--- config.mk ---
export PLATFORM = sky130hd
export DESIGN_NAME = ps2_mouse_cursor_tracker_top
export DESIGN_NICKNAME = d
export VERILOG_FILES = /design/src/hw/rtl/ps2mct_pkg.sv /design/src/hw/rtl/ps2_mouse_cursor_tracker_top.sv /design/src/hw/rtl/ps2mct_in_reg.sv /design/src/hw/rtl/ps2mct_core.sv
export SDC_FILE = /design/constraint.sdc
export NUM_CORES = 1
export LEC_CHECK = 0
export BUFFER_PORTS_ARGS = -buffer_cell sky130_fd_sc_hd__buf_4
export CAP_MARGIN = 20
export CORE_ASPECT_RATIO = 1.75
export CORE_MARGIN = 1.5
export CORE_UTILIZATION = 55
export CTS_CLUSTER_DIAMETER = 120
export DETAILED_ROUTE_END_ITERATION = 6
export HOLD_SLACK_MARGIN = 0.02
export MAX_ROUTING_LAYER = met4
export PLACE_DENSITY = 0.75
export SETUP_SLACK_MARGIN = 0.5
export SYNTH_ARGS = -nofsm -noshare
export SYNTH_HDL_FRONTEND = slang
export SYNTH_SLANG_ARGS = --single-unit
--- constraint.sdc ---
create_clock -name clk -period 6.6 [get_ports clk]
set_input_delay 0.33 -clock clk [delete_from_list [all_inputs] [get_ports clk]]
set_output_delay 0.33 -clock clk [all_outputs]
set_load 0.05 [all_outputs]
--- src/hw/rtl/ps2mct_pkg.sv ---
`timescale 1ns / 1ps
`default_nettype none

package ps2mct_pkg;

  // screen size register and axis widths
  localparam int unsigned SIZE_W   = 13;
  localparam int unsigned AXIS_W   = 12;
  localparam int unsigned BYTE_W   = 8;
  localparam int unsigned BTN_W    = 3;
  localparam int unsigned CFG_IDX_W = 2;
  localparam int unsigned CFG_DAT_W = SIZE_W;

  // reset values
  localparam logic [SIZE_W-1:0] RESET_WIDTH  = 13'd640;
  localparam logic [SIZE_W-1:0] RESET_HEIGHT = 13'd480;
  localparam logic [AXIS_W-1:0] AXIS_MAX     = 12'd4095;

  // first byte of a packet always carries this bit
  localparam int unsigned SYNC_BIT = 3;

  // configuration register indexes
  typedef enum logic [CFG_IDX_W-1:0] {
    REG_SCREEN_WIDTH  = 2'd0,
    REG_SCREEN_HEIGHT = 2'd1
  } cfg_reg_t;

  // packet byte position
  typedef enum logic [1:0] {
    PH_FIRST  = 2'd0,
    PH_XDELTA = 2'd1,
    PH_YDELTA = 2'd2
  } phase_t;

  // one registered controller byte
  typedef struct packed {
    logic              aux;
    logic [BYTE_W-1:0] data;
  } item_t;

  // largest coordinate for a screen size: size-1, saturated to the 12-bit range
  function automatic logic [AXIS_W-1:0] axis_limit(input logic [SIZE_W-1:0] size);
    logic [SIZE_W-1:0] lim;
    begin
      lim = (size == '0) ? '0 : size - 1'b1;
      axis_limit = (lim > {1'b0, AXIS_MAX}) ? AXIS_MAX : lim[AXIS_W-1:0];
    end
  endfunction

  // center of an axis; size/2 never exceeds the limit
  function automatic logic [AXIS_W-1:0] axis_center(input logic [SIZE_W-1:0] size);
    axis_center = size[SIZE_W-1:1];
  endfunction

endpackage

`default_nettype wire

--- src/hw/rtl/ps2_mouse_cursor_tracker_top.sv ---
// PS/2 mouse cursor tracker
//
// Input channel (in_valid / in_stall): one controller byte per transfer with
// in_aux_data set when it came from the mouse. Bytes from the keyboard side
// are dropped. Three-byte packets are framed, resyncing on bit 3 of byte one.
// Output channel (out_valid / out_stall): one transfer per complete packet
// with the clamped cursor position and the left/right/middle button bits.
// Config channel (cfg_valid / cfg_ready): index 0 screen width, index 1
// screen height; cfg_ready is always high. Any size write recenters the cursor.
// Write configuration only while no packet is in flight.
//
// Throughput: one byte per cycle while in_stall is low. Path: a third byte
// is registered in the input register, the add/clamp logic then loads the
// result register, which raises out_valid, and the result transfers once
// out_stall is low.
// Reset (rst_n low, synchronous): 640x480 screen, cursor at (320,240), packet
// framing waits for a first byte, output empty.
// A stalled result holds in the result register; one more byte waits in the
// input register, after which in_stall rises until the result transfers.
`timescale 1ns / 1ps
`default_nettype none

module ps2_mouse_cursor_tracker_top (
  input  wire                                clk,
  input  wire                                rst_n,
  input  wire                                in_valid,
  output logic                               in_stall,
  input  wire                                in_aux_data,
  input  wire  [ps2mct_pkg::BYTE_W-1:0]      in_data_byte,
  output logic                               out_valid,
  input  wire                                out_stall,
  output logic [ps2mct_pkg::AXIS_W-1:0]      out_cursor_x,
  output logic [ps2mct_pkg::AXIS_W-1:0]      out_cursor_y,
  output logic [ps2mct_pkg::BTN_W-1:0]       out_buttons,
  input  wire                                cfg_valid,
  output logic                               cfg_ready,
  input  wire  [ps2mct_pkg::CFG_IDX_W-1:0]   cfg_index,
  input  wire  [ps2mct_pkg::CFG_DAT_W-1:0]   cfg_data
);
  import ps2mct_pkg::*;

  logic  item_valid;
  item_t item;
  logic  adv;

  assign cfg_ready = 1'b1;

  // input register stage
  ps2mct_in_reg u_in_reg (
    .clk          (clk),
    .rst_n        (rst_n),
    .in_valid     (in_valid),
    .in_stall     (in_stall),
    .in_aux_data  (in_aux_data),
    .in_data_byte (in_data_byte),
    .adv          (adv),
    .item_valid   (item_valid),
    .item         (item)
  );

  // packet framing, cursor update and result register
  ps2mct_core u_core (
    .clk          (clk),
    .rst_n        (rst_n),
    .item_valid   (item_valid),
    .item         (item),
    .adv          (adv),
    .cfg_we       (cfg_valid && cfg_ready),
    .cfg_idx      (cfg_index),
    .cfg_dat      (cfg_data),
    .out_valid    (out_valid),
    .out_stall    (out_stall),
    .out_cursor_x (out_cursor_x),
    .out_cursor_y (out_cursor_y),
    .out_buttons  (out_buttons)
  );

endmodule

`default_nettype wire

--- src/hw/rtl/ps2mct_in_reg.sv ---
`timescale 1ns / 1ps
`default_nettype none

module ps2mct_in_reg (
  input  wire                              clk,
  input  wire                              rst_n,
  input  wire                              in_valid,
  output logic                             in_stall,
  input  wire                              in_aux_data,
  input  wire  [ps2mct_pkg::BYTE_W-1:0]    in_data_byte,
  input  wire                              adv,
  output logic                             item_valid,
  output ps2mct_pkg::item_t                item
);
  import ps2mct_pkg::*;

  logic  item_valid_r;
  item_t item_r;

  // hold the byte while the core cannot take it
  assign in_stall   = item_valid_r && !adv;
  assign item_valid = item_valid_r;
  assign item       = item_r;

  // valid flag
  always_ff @(posedge clk) begin
    if (!rst_n) begin
      item_valid_r <= 1'b0;
    end else if (!in_stall) begin
      item_valid_r <= in_valid;
    end
  end

  // payload
  always_ff @(posedge clk) begin
    if (!in_stall && in_valid) begin
      item_r.aux  <= in_aux_data;
      item_r.data <= in_data_byte;
    end
  end

endmodule

`default_nettype wire

--- src/hw/rtl/ps2mct_core.sv ---
`timescale 1ns / 1ps
`default_nettype none

module ps2mct_core (
  input  wire                                clk,
  input  wire                                rst_n,
  input  wire                                item_valid,
  input  ps2mct_pkg::item_t                  item,
  output logic                               adv,
  input  wire                                cfg_we,
  input  wire  [ps2mct_pkg::CFG_IDX_W-1:0]   cfg_idx,
  input  wire  [ps2mct_pkg::CFG_DAT_W-1:0]   cfg_dat,
  output logic                               out_valid,
  input  wire                                out_stall,
  output logic [ps2mct_pkg::AXIS_W-1:0]      out_cursor_x,
  output logic [ps2mct_pkg::AXIS_W-1:0]      out_cursor_y,
  output logic [ps2mct_pkg::BTN_W-1:0]       out_buttons
);
  import ps2mct_pkg::*;

  localparam int unsigned SUM_W = AXIS_W + 2;

  phase_t              phase_r, phase_nxt;
  logic [SIZE_W-1:0]   width_r, height_r;
  logic [AXIS_W-1:0]   pos_x_r, pos_y_r;
  logic [BTN_W-1:0]    btn_r;
  logic [BYTE_W-1:0]   xdelta_r;
  logic                out_valid_r;
  logic [AXIS_W-1:0]   out_x_r, out_y_r;
  logic [BTN_W-1:0]    out_btn_r;

  logic                proc;
  logic                emit;
  logic                cap_first;
  logic                cap_x;
  logic [SIZE_W-1:0]   width_nxt, height_nxt;
  logic signed [SUM_W-1:0] sum_x, sum_y;
  logic [AXIS_W-1:0]   lim_x, lim_y, new_x, new_y;

  // the result register frees up when empty or when its transfer completes
  assign adv  = !out_valid_r || !out_stall;
  assign proc = item_valid && adv && item.aux;

  // next packet position
  always_comb begin
    phase_nxt = phase_r;
    if (proc) begin
      case (phase_r)
        PH_FIRST:  phase_nxt = item.data[SYNC_BIT] ? PH_XDELTA : PH_FIRST;
        PH_XDELTA: phase_nxt = PH_YDELTA;
        PH_YDELTA: phase_nxt = PH_FIRST;
        default:   phase_nxt = PH_FIRST;
      endcase
    end
  end

  // per-phase actions
  always_comb begin
    cap_first = 1'b0;
    cap_x     = 1'b0;
    emit      = 1'b0;
    if (proc) begin
      case (phase_r)
        PH_FIRST:  cap_first = item.data[SYNC_BIT];
        PH_XDELTA: cap_x     = 1'b1;
        PH_YDELTA: emit      = 1'b1;
        default:   ;
      endcase
    end
  end

  // move and clamp: x adds its delta, y subtracts (screen down is positive)
  always_comb begin
    lim_x = axis_limit(width_r);
    lim_y = axis_limit(height_r);
    sum_x = $signed({2'b00, pos_x_r}) + SUM_W'($signed(xdelta_r));
    sum_y = $signed({2'b00, pos_y_r}) - SUM_W'($signed(item.data));
    if (sum_x < 0) begin
      new_x = '0;
    end else if (sum_x[SUM_W-2:0] > {1'b0, lim_x}) begin
      new_x = lim_x;
    end else begin
      new_x = sum_x[AXIS_W-1:0];
    end
    if (sum_y < 0) begin
      new_y = '0;
    end else if (sum_y[SUM_W-2:0] > {1'b0, lim_y}) begin
      new_y = lim_y;
    end else begin
      new_y = sum_y[AXIS_W-1:0];
    end
  end

  // screen size after a register write
  always_comb begin
    width_nxt  = width_r;
    height_nxt = height_r;
    if (cfg_we) begin
      case (cfg_idx)
        REG_SCREEN_WIDTH:  width_nxt  = cfg_dat;
        REG_SCREEN_HEIGHT: height_nxt = cfg_dat;
        default:           ;
      endcase
    end
  end

  // control and cursor state
  always_ff @(posedge clk) begin
    if (!rst_n) begin
      phase_r     <= PH_FIRST;
      width_r     <= RESET_WIDTH;
      height_r    <= RESET_HEIGHT;
      pos_x_r     <= axis_center(RESET_WIDTH);
      pos_y_r     <= axis_center(RESET_HEIGHT);
      btn_r       <= '0;
      xdelta_r    <= '0;
      out_valid_r <= 1'b0;
    end else begin
      phase_r  <= phase_nxt;
      width_r  <= width_nxt;
      height_r <= height_nxt;
      if (cfg_we && (cfg_idx == REG_SCREEN_WIDTH || cfg_idx == REG_SCREEN_HEIGHT)) begin
        // a size write recenters the cursor
        pos_x_r <= axis_center(width_nxt);
        pos_y_r <= axis_center(height_nxt);
      end else if (emit) begin
        pos_x_r <= new_x;
        pos_y_r <= new_y;
      end
      if (cap_first) begin
        btn_r <= item.data[BTN_W-1:0];
      end
      if (cap_x) begin
        xdelta_r <= item.data;
      end
      if (adv) begin
        out_valid_r <= emit;
      end
    end
  end

  // result payload
  always_ff @(posedge clk) begin
    if (emit) begin
      out_x_r   <= new_x;
      out_y_r   <= new_y;
      out_btn_r <= btn_r;
    end
  end

  assign out_valid    = out_valid_r;
  assign out_cursor_x = out_x_r;
  assign out_cursor_y = out_y_r;
  assign out_buttons  = out_btn_r;

endmodule

`default_nettype wire

Yosys cells after proc, flatten, opt, wreduce, memory -nomap -nowiden. Index checks and enable logic that the tools add are counted.

Input bits: 29. Word-level logic and storage cells: 71. Flip-flop bits (word level): 101. Output and inout port bits: 30.

Muxes and demuxes: 24. Order comparisons: 6. Eq/ne operators: 3. Reductions and logical operators: 18. $add $sub $neg: 4.

Operator list (count): $mux W12 (10); $mux W13 (6); $lt A14 B1 Y1 const B (2); $gt A13 B12 Y1 (2); $gt A13 B12 Y1 const B (2); $logic_not A13 Y1 (2); $sub A13 B1 Y13 const B (2); $add A13 B8 Y14 (1); $sub A13 B8 Y14 (1); $mux W1 (7); $logic_and A1 B1 Y1 (5); $eq A2 B1 Y1 const B (2); $logic_not A1 Y1 (4); $logic_not A2 Y1 (2); $pmux W2 S2 (1); $reduce_and A2 Y1 (2); $eq A2 B2 Y1 const B (1); $logic_or A1 B1 Y1 (2); $reduce_bool A2 Y1 (1).

Logic depth before layout (Yosys ltp).
Depth after elaboration: 9. Gate-level depth with buffers: 18. Gate-level depth less buffers: 18.

By module. Synthesis repeated with hierarchy kept, for this count alone.

Cell total of the unflattened synthesis: 766. Area total of the unflattened synthesis: 6710.2 µm².

Modules (own cells, without submodules): ps2mct_core (seq. area each 2092.0 µm², times used 1, area an instance 6381.1 µm², cells each 751); ps2mct_in_reg (seq. area each 290.3 µm², times used 1, area an instance 317.8 µm², cells each 13); ps2_mouse_cursor_tracker_top (seq. area each 0.0 µm², times used 1, area an instance 11.3 µm², cells each 2).

Worst setup path after synthesis. OpenSTA, ideal clock, no wires.

Path kind: register -> register. From: register u_in_reg.item_r (netlist bit u_in_reg.item[0]). To: register u_core.pos_y_r[1]. Clock period less this slack: 4.138 ns. Stages on the path, launching flop included: 18. Data required time: 6.523 ns. Data arrival time: 4.061 ns. Path buffers: 0. Setup time: 0.077 ns. Slack: 2.462 ns. Path through: edfxtp_1 > ha_1 > inv_1 > fa_1 > a21oi_1 > o21ai_1 > or4_1 > a31o_2 > nor2_1 > xnor2_1 > ha_1 > nand2_1 > or4_1 > a21oi_1 > a21oi_1 > nor2_2 > mux2_1 > o22ai_1.

Word-level cells in the longest chain between the ends: 6. Elaborated cells on any way between the ends: 7. Classes of those cells: 1 x add/sub; 2 x order compare; 4 x mux.

Ends and longest elaborated chain: from (decl) (RTL line ps2mct_in_reg.sv:18) `item_t item_r;`; $sub A13 B8 Y14 (*) (RTL line ps2mct_core.sv:77) `sum_y = $signed({2'b00, pos_y_r}) - SUM_W'($signed(item.data));`; $gt A13 B12 Y1 (RTL line ps2mct_core.sv:87) `end else if (sum_y[SUM_W-2:0] > {1'b0, lim_y}) begin`; $mux W12 (RTL line ps2mct_core.sv:87); $mux W12 (*) (RTL line ps2mct_core.sv:85) `if (sum_y < 0) begin`; $mux W12 (*) (RTL line ps2mct_core.sv:126) `end else if (emit) begin`; $mux W12 (*) (RTL line ps2mct_core.sv:122) `if (cfg_we && (cfg_idx == REG_SCREEN_WIDTH || cfg_idx == REG_SCREEN_HEIGHT)) begin`; to (signal assigned) (RTL line ps2mct_core.sv:114) `pos_y_r <= axis_center(RESET_HEIGHT);`; to (signal assigned) (RTL line ps2mct_core.sv:125) `pos_y_r <= axis_center(height_nxt);`; to (signal assigned) (RTL line ps2mct_core.sv:128) `pos_y_r <= new_y;`; to (decl) (RTL line ps2mct_core.sv:25) `logic [AXIS_W-1:0] pos_x_r, pos_y_r;`.

Every way passes the cells marked *; elsewhere a longest branch is shown, timed or not. The select of a mux whose other input is x is not followed. A chain may end at the register's enable or synchronous reset.

Final worst setup path.
From: register u_in_reg.item_r (netlist bit u_in_reg.item[0]). To: register u_core.out_y_r[3] (netlist: u_core.out_cursor_y[3]) (data pin).

Word-level cells in the longest chain between the ends: 4. Elaborated cells on any way between the ends: 5. Classes of those cells: 1 x add/sub; 2 x order compare; 2 x mux.

Ends and longest elaborated chain: $sub A13 B8 Y14 (*) (RTL line ps2mct_core.sv:77); $gt A13 B12 Y1 (RTL line ps2mct_core.sv:87); $mux W12 (RTL line ps2mct_core.sv:87); $mux W12 (*) (RTL line ps2mct_core.sv:85); via u_core.new_y[3] (RTL line ps2mct_core.sv:38) `logic [AXIS_W-1:0] lim_x, lim_y, new_x, new_y;`; to (signal assigned) (RTL line ps2mct_core.sv:146) `out_y_r <= new_y;`; to (decl) (RTL line ps2mct_core.sv:29) `logic [AXIS_W-1:0] out_x_r, out_y_r;`.

The timed path passes the listed nets; every way through them passes the cells marked *.

==> summary.txt <==
Status
  • Run status: finished with violations
  • Violations in the final reports: design-rule violations

STA
  • Final worst-path cycle share: 72.08%
  • # setup viols final: 0
  • Worst slew pin tran: 1.040 ns
  • Unrepaired setup endpoints after global routing: no
  • Largest clock skew in the final design: 0.009637 ns
  • Slew margin rel.: 30.02%
  • Minimum clock period: 4.757 ns
  • Max Clock Freq: 210.2 MHz
  • Final max-slew violation count: 0
  • Sum of negative setup slack: 0 ns
  • Number of endpoints with negative hold slack in the final report: 0
  • Post-layout worst setup margin: 1.843 ns

Global route
  • Number of global-route vias before repair: 5771
  • Number of antenna violations at the first check in global routing: 0
  • Wire length of the first global-routing pass: 28930 microns
  • Largest net degree at the start of global routing: 54
  • Total overflow reported by the global router: 0
  • Overall global routing resource usage: 30.66%

Drt
  • DRC Markers: 5
  • Number of DRC markers in iteration 0: 358
  • Total routed wirelength: 18810 microns
  • Ratio of routed vias to standard cells: 6.252
  • Routed length per instance: 19.85 microns
  • Number of optimization iterations in the first detailed-route pass: 7
  • Count of antenna-violating nets left after detailed routing: 0
  • Via count: 5927

Clock network
  • Buffer levels on the longest clock path: 2
  • Number of gates resized after cts: 0
  • Clock latency at the later pin of the worst-skew pair: 0.35 ns
  • Master cell of the clock root buffer: clkbuf_16
  • CTS Sinks: 101
  • Worst-path clk slew: 0.07 ns
  • Number of setup buffers added after CTS: 0
  • TritonCTS clock tree: built
  • # hold bufs at CTS: 0
  • Number of buffers inserted during clock tree synthesis: 9
  • H-tree levels: 3

Worst setup path
  • Startpoint of the most critical register-to-register path: u_in_reg.item[0]
  • Arrival time worst endpoint: 4.85 ns
  • Required @ worst endpoint: 6.69 ns
  • Endpoint class of the critical path: register
  • Reg-to-reg setup timing slack: 1.84 ns
  • Endpoint of the worst register-to-register path: u_core.out_cursor_y[3]
  • Critical path fanouts, max: 9
  • Category of the worst setup path launch point: register
  • Worst reg-to-reg path cell count: 17
  • Type of the worst setup path: reg2reg
  • Origin of the worst setup path: u_in_reg.item[0]

Worst hold path
  • Sink of the worst hold path: u_in_reg.item[2]
  • Min-Delay Path Class: in2reg
  • Instance count along the most critical hold path: 1
  • Hold Startpoint: in_data_byte[2]

Job
  • MaxCap Viol Count: 0

Power and ir drop
  • Clock network fraction of total power: 33.0%
  • Register share of total power: 43.9%
  • Internal power component: 1.091 mW
  • Leakage power total: 3.122 nW
  • Switching Share: 30.61%
  • Reported net switching power: 0.4813 mW
  • Pwr dens: 214.6 nW/um^2
  • Combinational share of power: 23.1%
  • Max IR drop VDD: 0.0001548 V

Synthesis
  • Netlist cell types: 57
  • Yosys warnings: 0
  • Top cells by area, synth: dfxtp_1 (20%), edfxtp_1 (17%), ha_1 (9.9%)
  • Async SR Flop Fraction: 0%
  • Post-Synthesis Net Count: 851
  • Area share of the largest cell type after synthesis: 19.89%
  • Sequential element share of the synthesized area: 36.41%
  • Cell Area, Synth: 6544 sq um
  • Number of instances in the synthesized netlist: 768
  • Seq cells post-synth: 101
  • Post-synth EDFFs: 36
  • Cell taking the most area after synthesis: dfxtp_1
  • Mean post-synth cell area: 8.521 sq um
  • Primary flip-flop cell chosen by synthesis mapping: dfxtp_1

Placement
  • Place WS: 1.885 ns
  • Weighted congestion at the end of routability-driven global placement: 0.9460
  • Port Buffers: 57
  • Half-perimeter wire length after detailed placement: 14340 microns

Floorplan
  • Die height: 147.3 microns
  • Core Box Area: 11580 sq um
  • Initial core utilization: 56.50%
  • Number of placement rows: 52
  • I/O pin total: 59
  • Die Outline Area: 12590 sq um
  • Chip width: 85.46 microns

Cells and area
  • Antenna diode instance count: 0
  • Layout-stage area growth over the synthesis result: 11.97%
  • Share of layout cells above drive strength 1: 11.19%
  • Fillers: 1045
  • Number of nets at the end of the flow: 891
==> cell usage after synthesis, types with 5 or more instances <==
| cell type | n |
|---|---|
| a211oi_1 | 7 |
| a21o_1 | 6 |
| a21oi_1 | 65 |
| a31oi_1 | 27 |
| and3_1 | 7 |
| clkbuf_1 | 28 |
| dfxtp_1 | 65 |
| edfxtp_1 | 36 |
| ha_1 | 52 |
| inv_1 | 33 |
| mux2i_1 | 46 |
| nand2_1 | 85 |
| nand2b_1 | 9 |
| nand3_1 | 19 |
| nand3b_1 | 5 |
| nor2_1 | 93 |
| nor2b_1 | 8 |
| nor3_1 | 18 |
| o21a_1 | 8 |
| o21ai_0 | 33 |
| o21bai_1 | 7 |
| o22ai_1 | 18 |
| o31ai_1 | 10 |
| or3_1 | 5 |
| xnor2_1 | 16 |
| xor2_1 | 13 |
==> layout make-up <==
type                            instances  area, sq um  area share, %
Clock buffer                           12        256.5          3.501
Timing Repair Buffer                   62        465.4          6.352
Clock inverter                          4        31.28         0.4269
Sequential cell                       101         2382          32.51
Multi-Input combinational cell        600         3895          53.16
Tap cell                              135        168.9          2.305
Inverter                               34        127.6          1.742
==> worst max-delay path, cell delays in order (launching register included) <==
cell and delay, ns:
edfxtp_1 0.40, ha_1 0.19, inv_1 0.06, fa_1 0.40, a21oi_1 0.21, o21ai_1 0.15
or4_1 0.45, a31o_2 0.27, nor2_1 0.12, xnor2_1 0.10, ha_1 0.32, nand2_1 0.06
or4_1 0.52, a21oi_1 0.14, a21oi_1 0.16, nor2_2 0.52, mux2i_1 0.35, nor2_1 0.08
==> kinds of logic after synthesis <==
family	share of synthesized area, %
AO/OA/AOI/OAI	18.97
buffers and inverters	4.073
XOR/XNOR	3.881
adder cells (fa/ha/maj)	10.55
AND/OR/NAND/NOR	18.51
multiplexers	7.553
other	0.05731
flip-flops	36.41
==> stage by stage <==
step,power [mW],hold WS (ns),instance area [sq um],instances,utilization [%]
after floorplan,0.9621,0.4076,6544,768,-
after global placement,1.051,0.4181,7032,931,60.72
after detailed placement,1.060,0.4333,7032,931,60.72
after CTS,1.569,0.1493,7320,947,63.20
after global routing,1.638,0.1429,7327,948,63.27
final,1.573,0.1539,7327,948,63.27
==> power groups by stage <==
stage          Clock [mW]  Combinational, mW  Sequential (mW)
3_3_place_gp            0              0.348            0.703
2_1_floorplan           0              0.268            0.694
5_1_grt             0.548              0.398            0.692
4_1_cts             0.520              0.360            0.690
3_5_place_dp            0              0.356            0.704
6_report            0.518              0.364            0.690
==> how the worst max path moves through the flow <==
stage	slack, ns	cells past startpoint	to
after detailed placement	1.88	17	u_core.out_cursor_y[10]
final	1.84	17	u_core.out_cursor_y[3]
after floorplan	2.46	17	u_core.pos_y_r[1]
after global placement	1.93	16	u_core.out_cursor_y[11]
after global routing	1.58	16	u_core.out_cursor_y[10]
after CTS	1.87	17	u_core.out_cursor_y[10]
==> flip-flops by register name (all words and copies together), names as in the netlist, 2 cells and up <==
register / cells
u_core.xdelta_r: 8
u_core.phase_r: 2
u_core.width_r: 13
u_core.height_r: 13
u_core.btn_r: 3
u_core.out_cursor_x: 12
u_in_reg.item: 9
u_core.out_buttons: 3
u_core.pos_x_r: 12
u_core.pos_y_r: 12
u_core.out_cursor_y: 12
==> layout by cell type (no fill, tap or decap), types with 4 or more instances in the layout <==
master     synthesis  layout
o31ai_1           10      10
xnor2_1           16      16
clkbuf_16          0       9
mux2i_1           46      46
o21a_1             8       8
o22ai_1           18      18
o21bai_1           7       7
and3_1             7       7
nor2_1            93      93
ha_1              52      52
or4_1              4       4
nand2_1           85      85
xor2_1            13      13
or3_1              5       5
o21ai_1            4       4
a21o_1             6       6
nand3_1           19      19
nor3_1            18      18
a31oi_1           27      27
edfxtp_1          36      36
nand2b_1           9       9
nand3b_1           5       5
dfxtp_1           65      65
a21oi_1           65      65
inv_1             33      33
a211oi_1           7       7
buf_4              2      62
nor2b_1            8       8
o21ai_0           33      33
==> routing by layer <==
metal  vias to the layer above  global-route usage [%]  routed length, microns
li1                       2839                       -                       -
met2                       203                   56.61                   10380
met5                         -                       -                       0
met3                        73                   3.764                     744
met4                         0                   17.18                    1058
met1                      2812                   30.18                    6629
(Power assumes the default switching activity.)
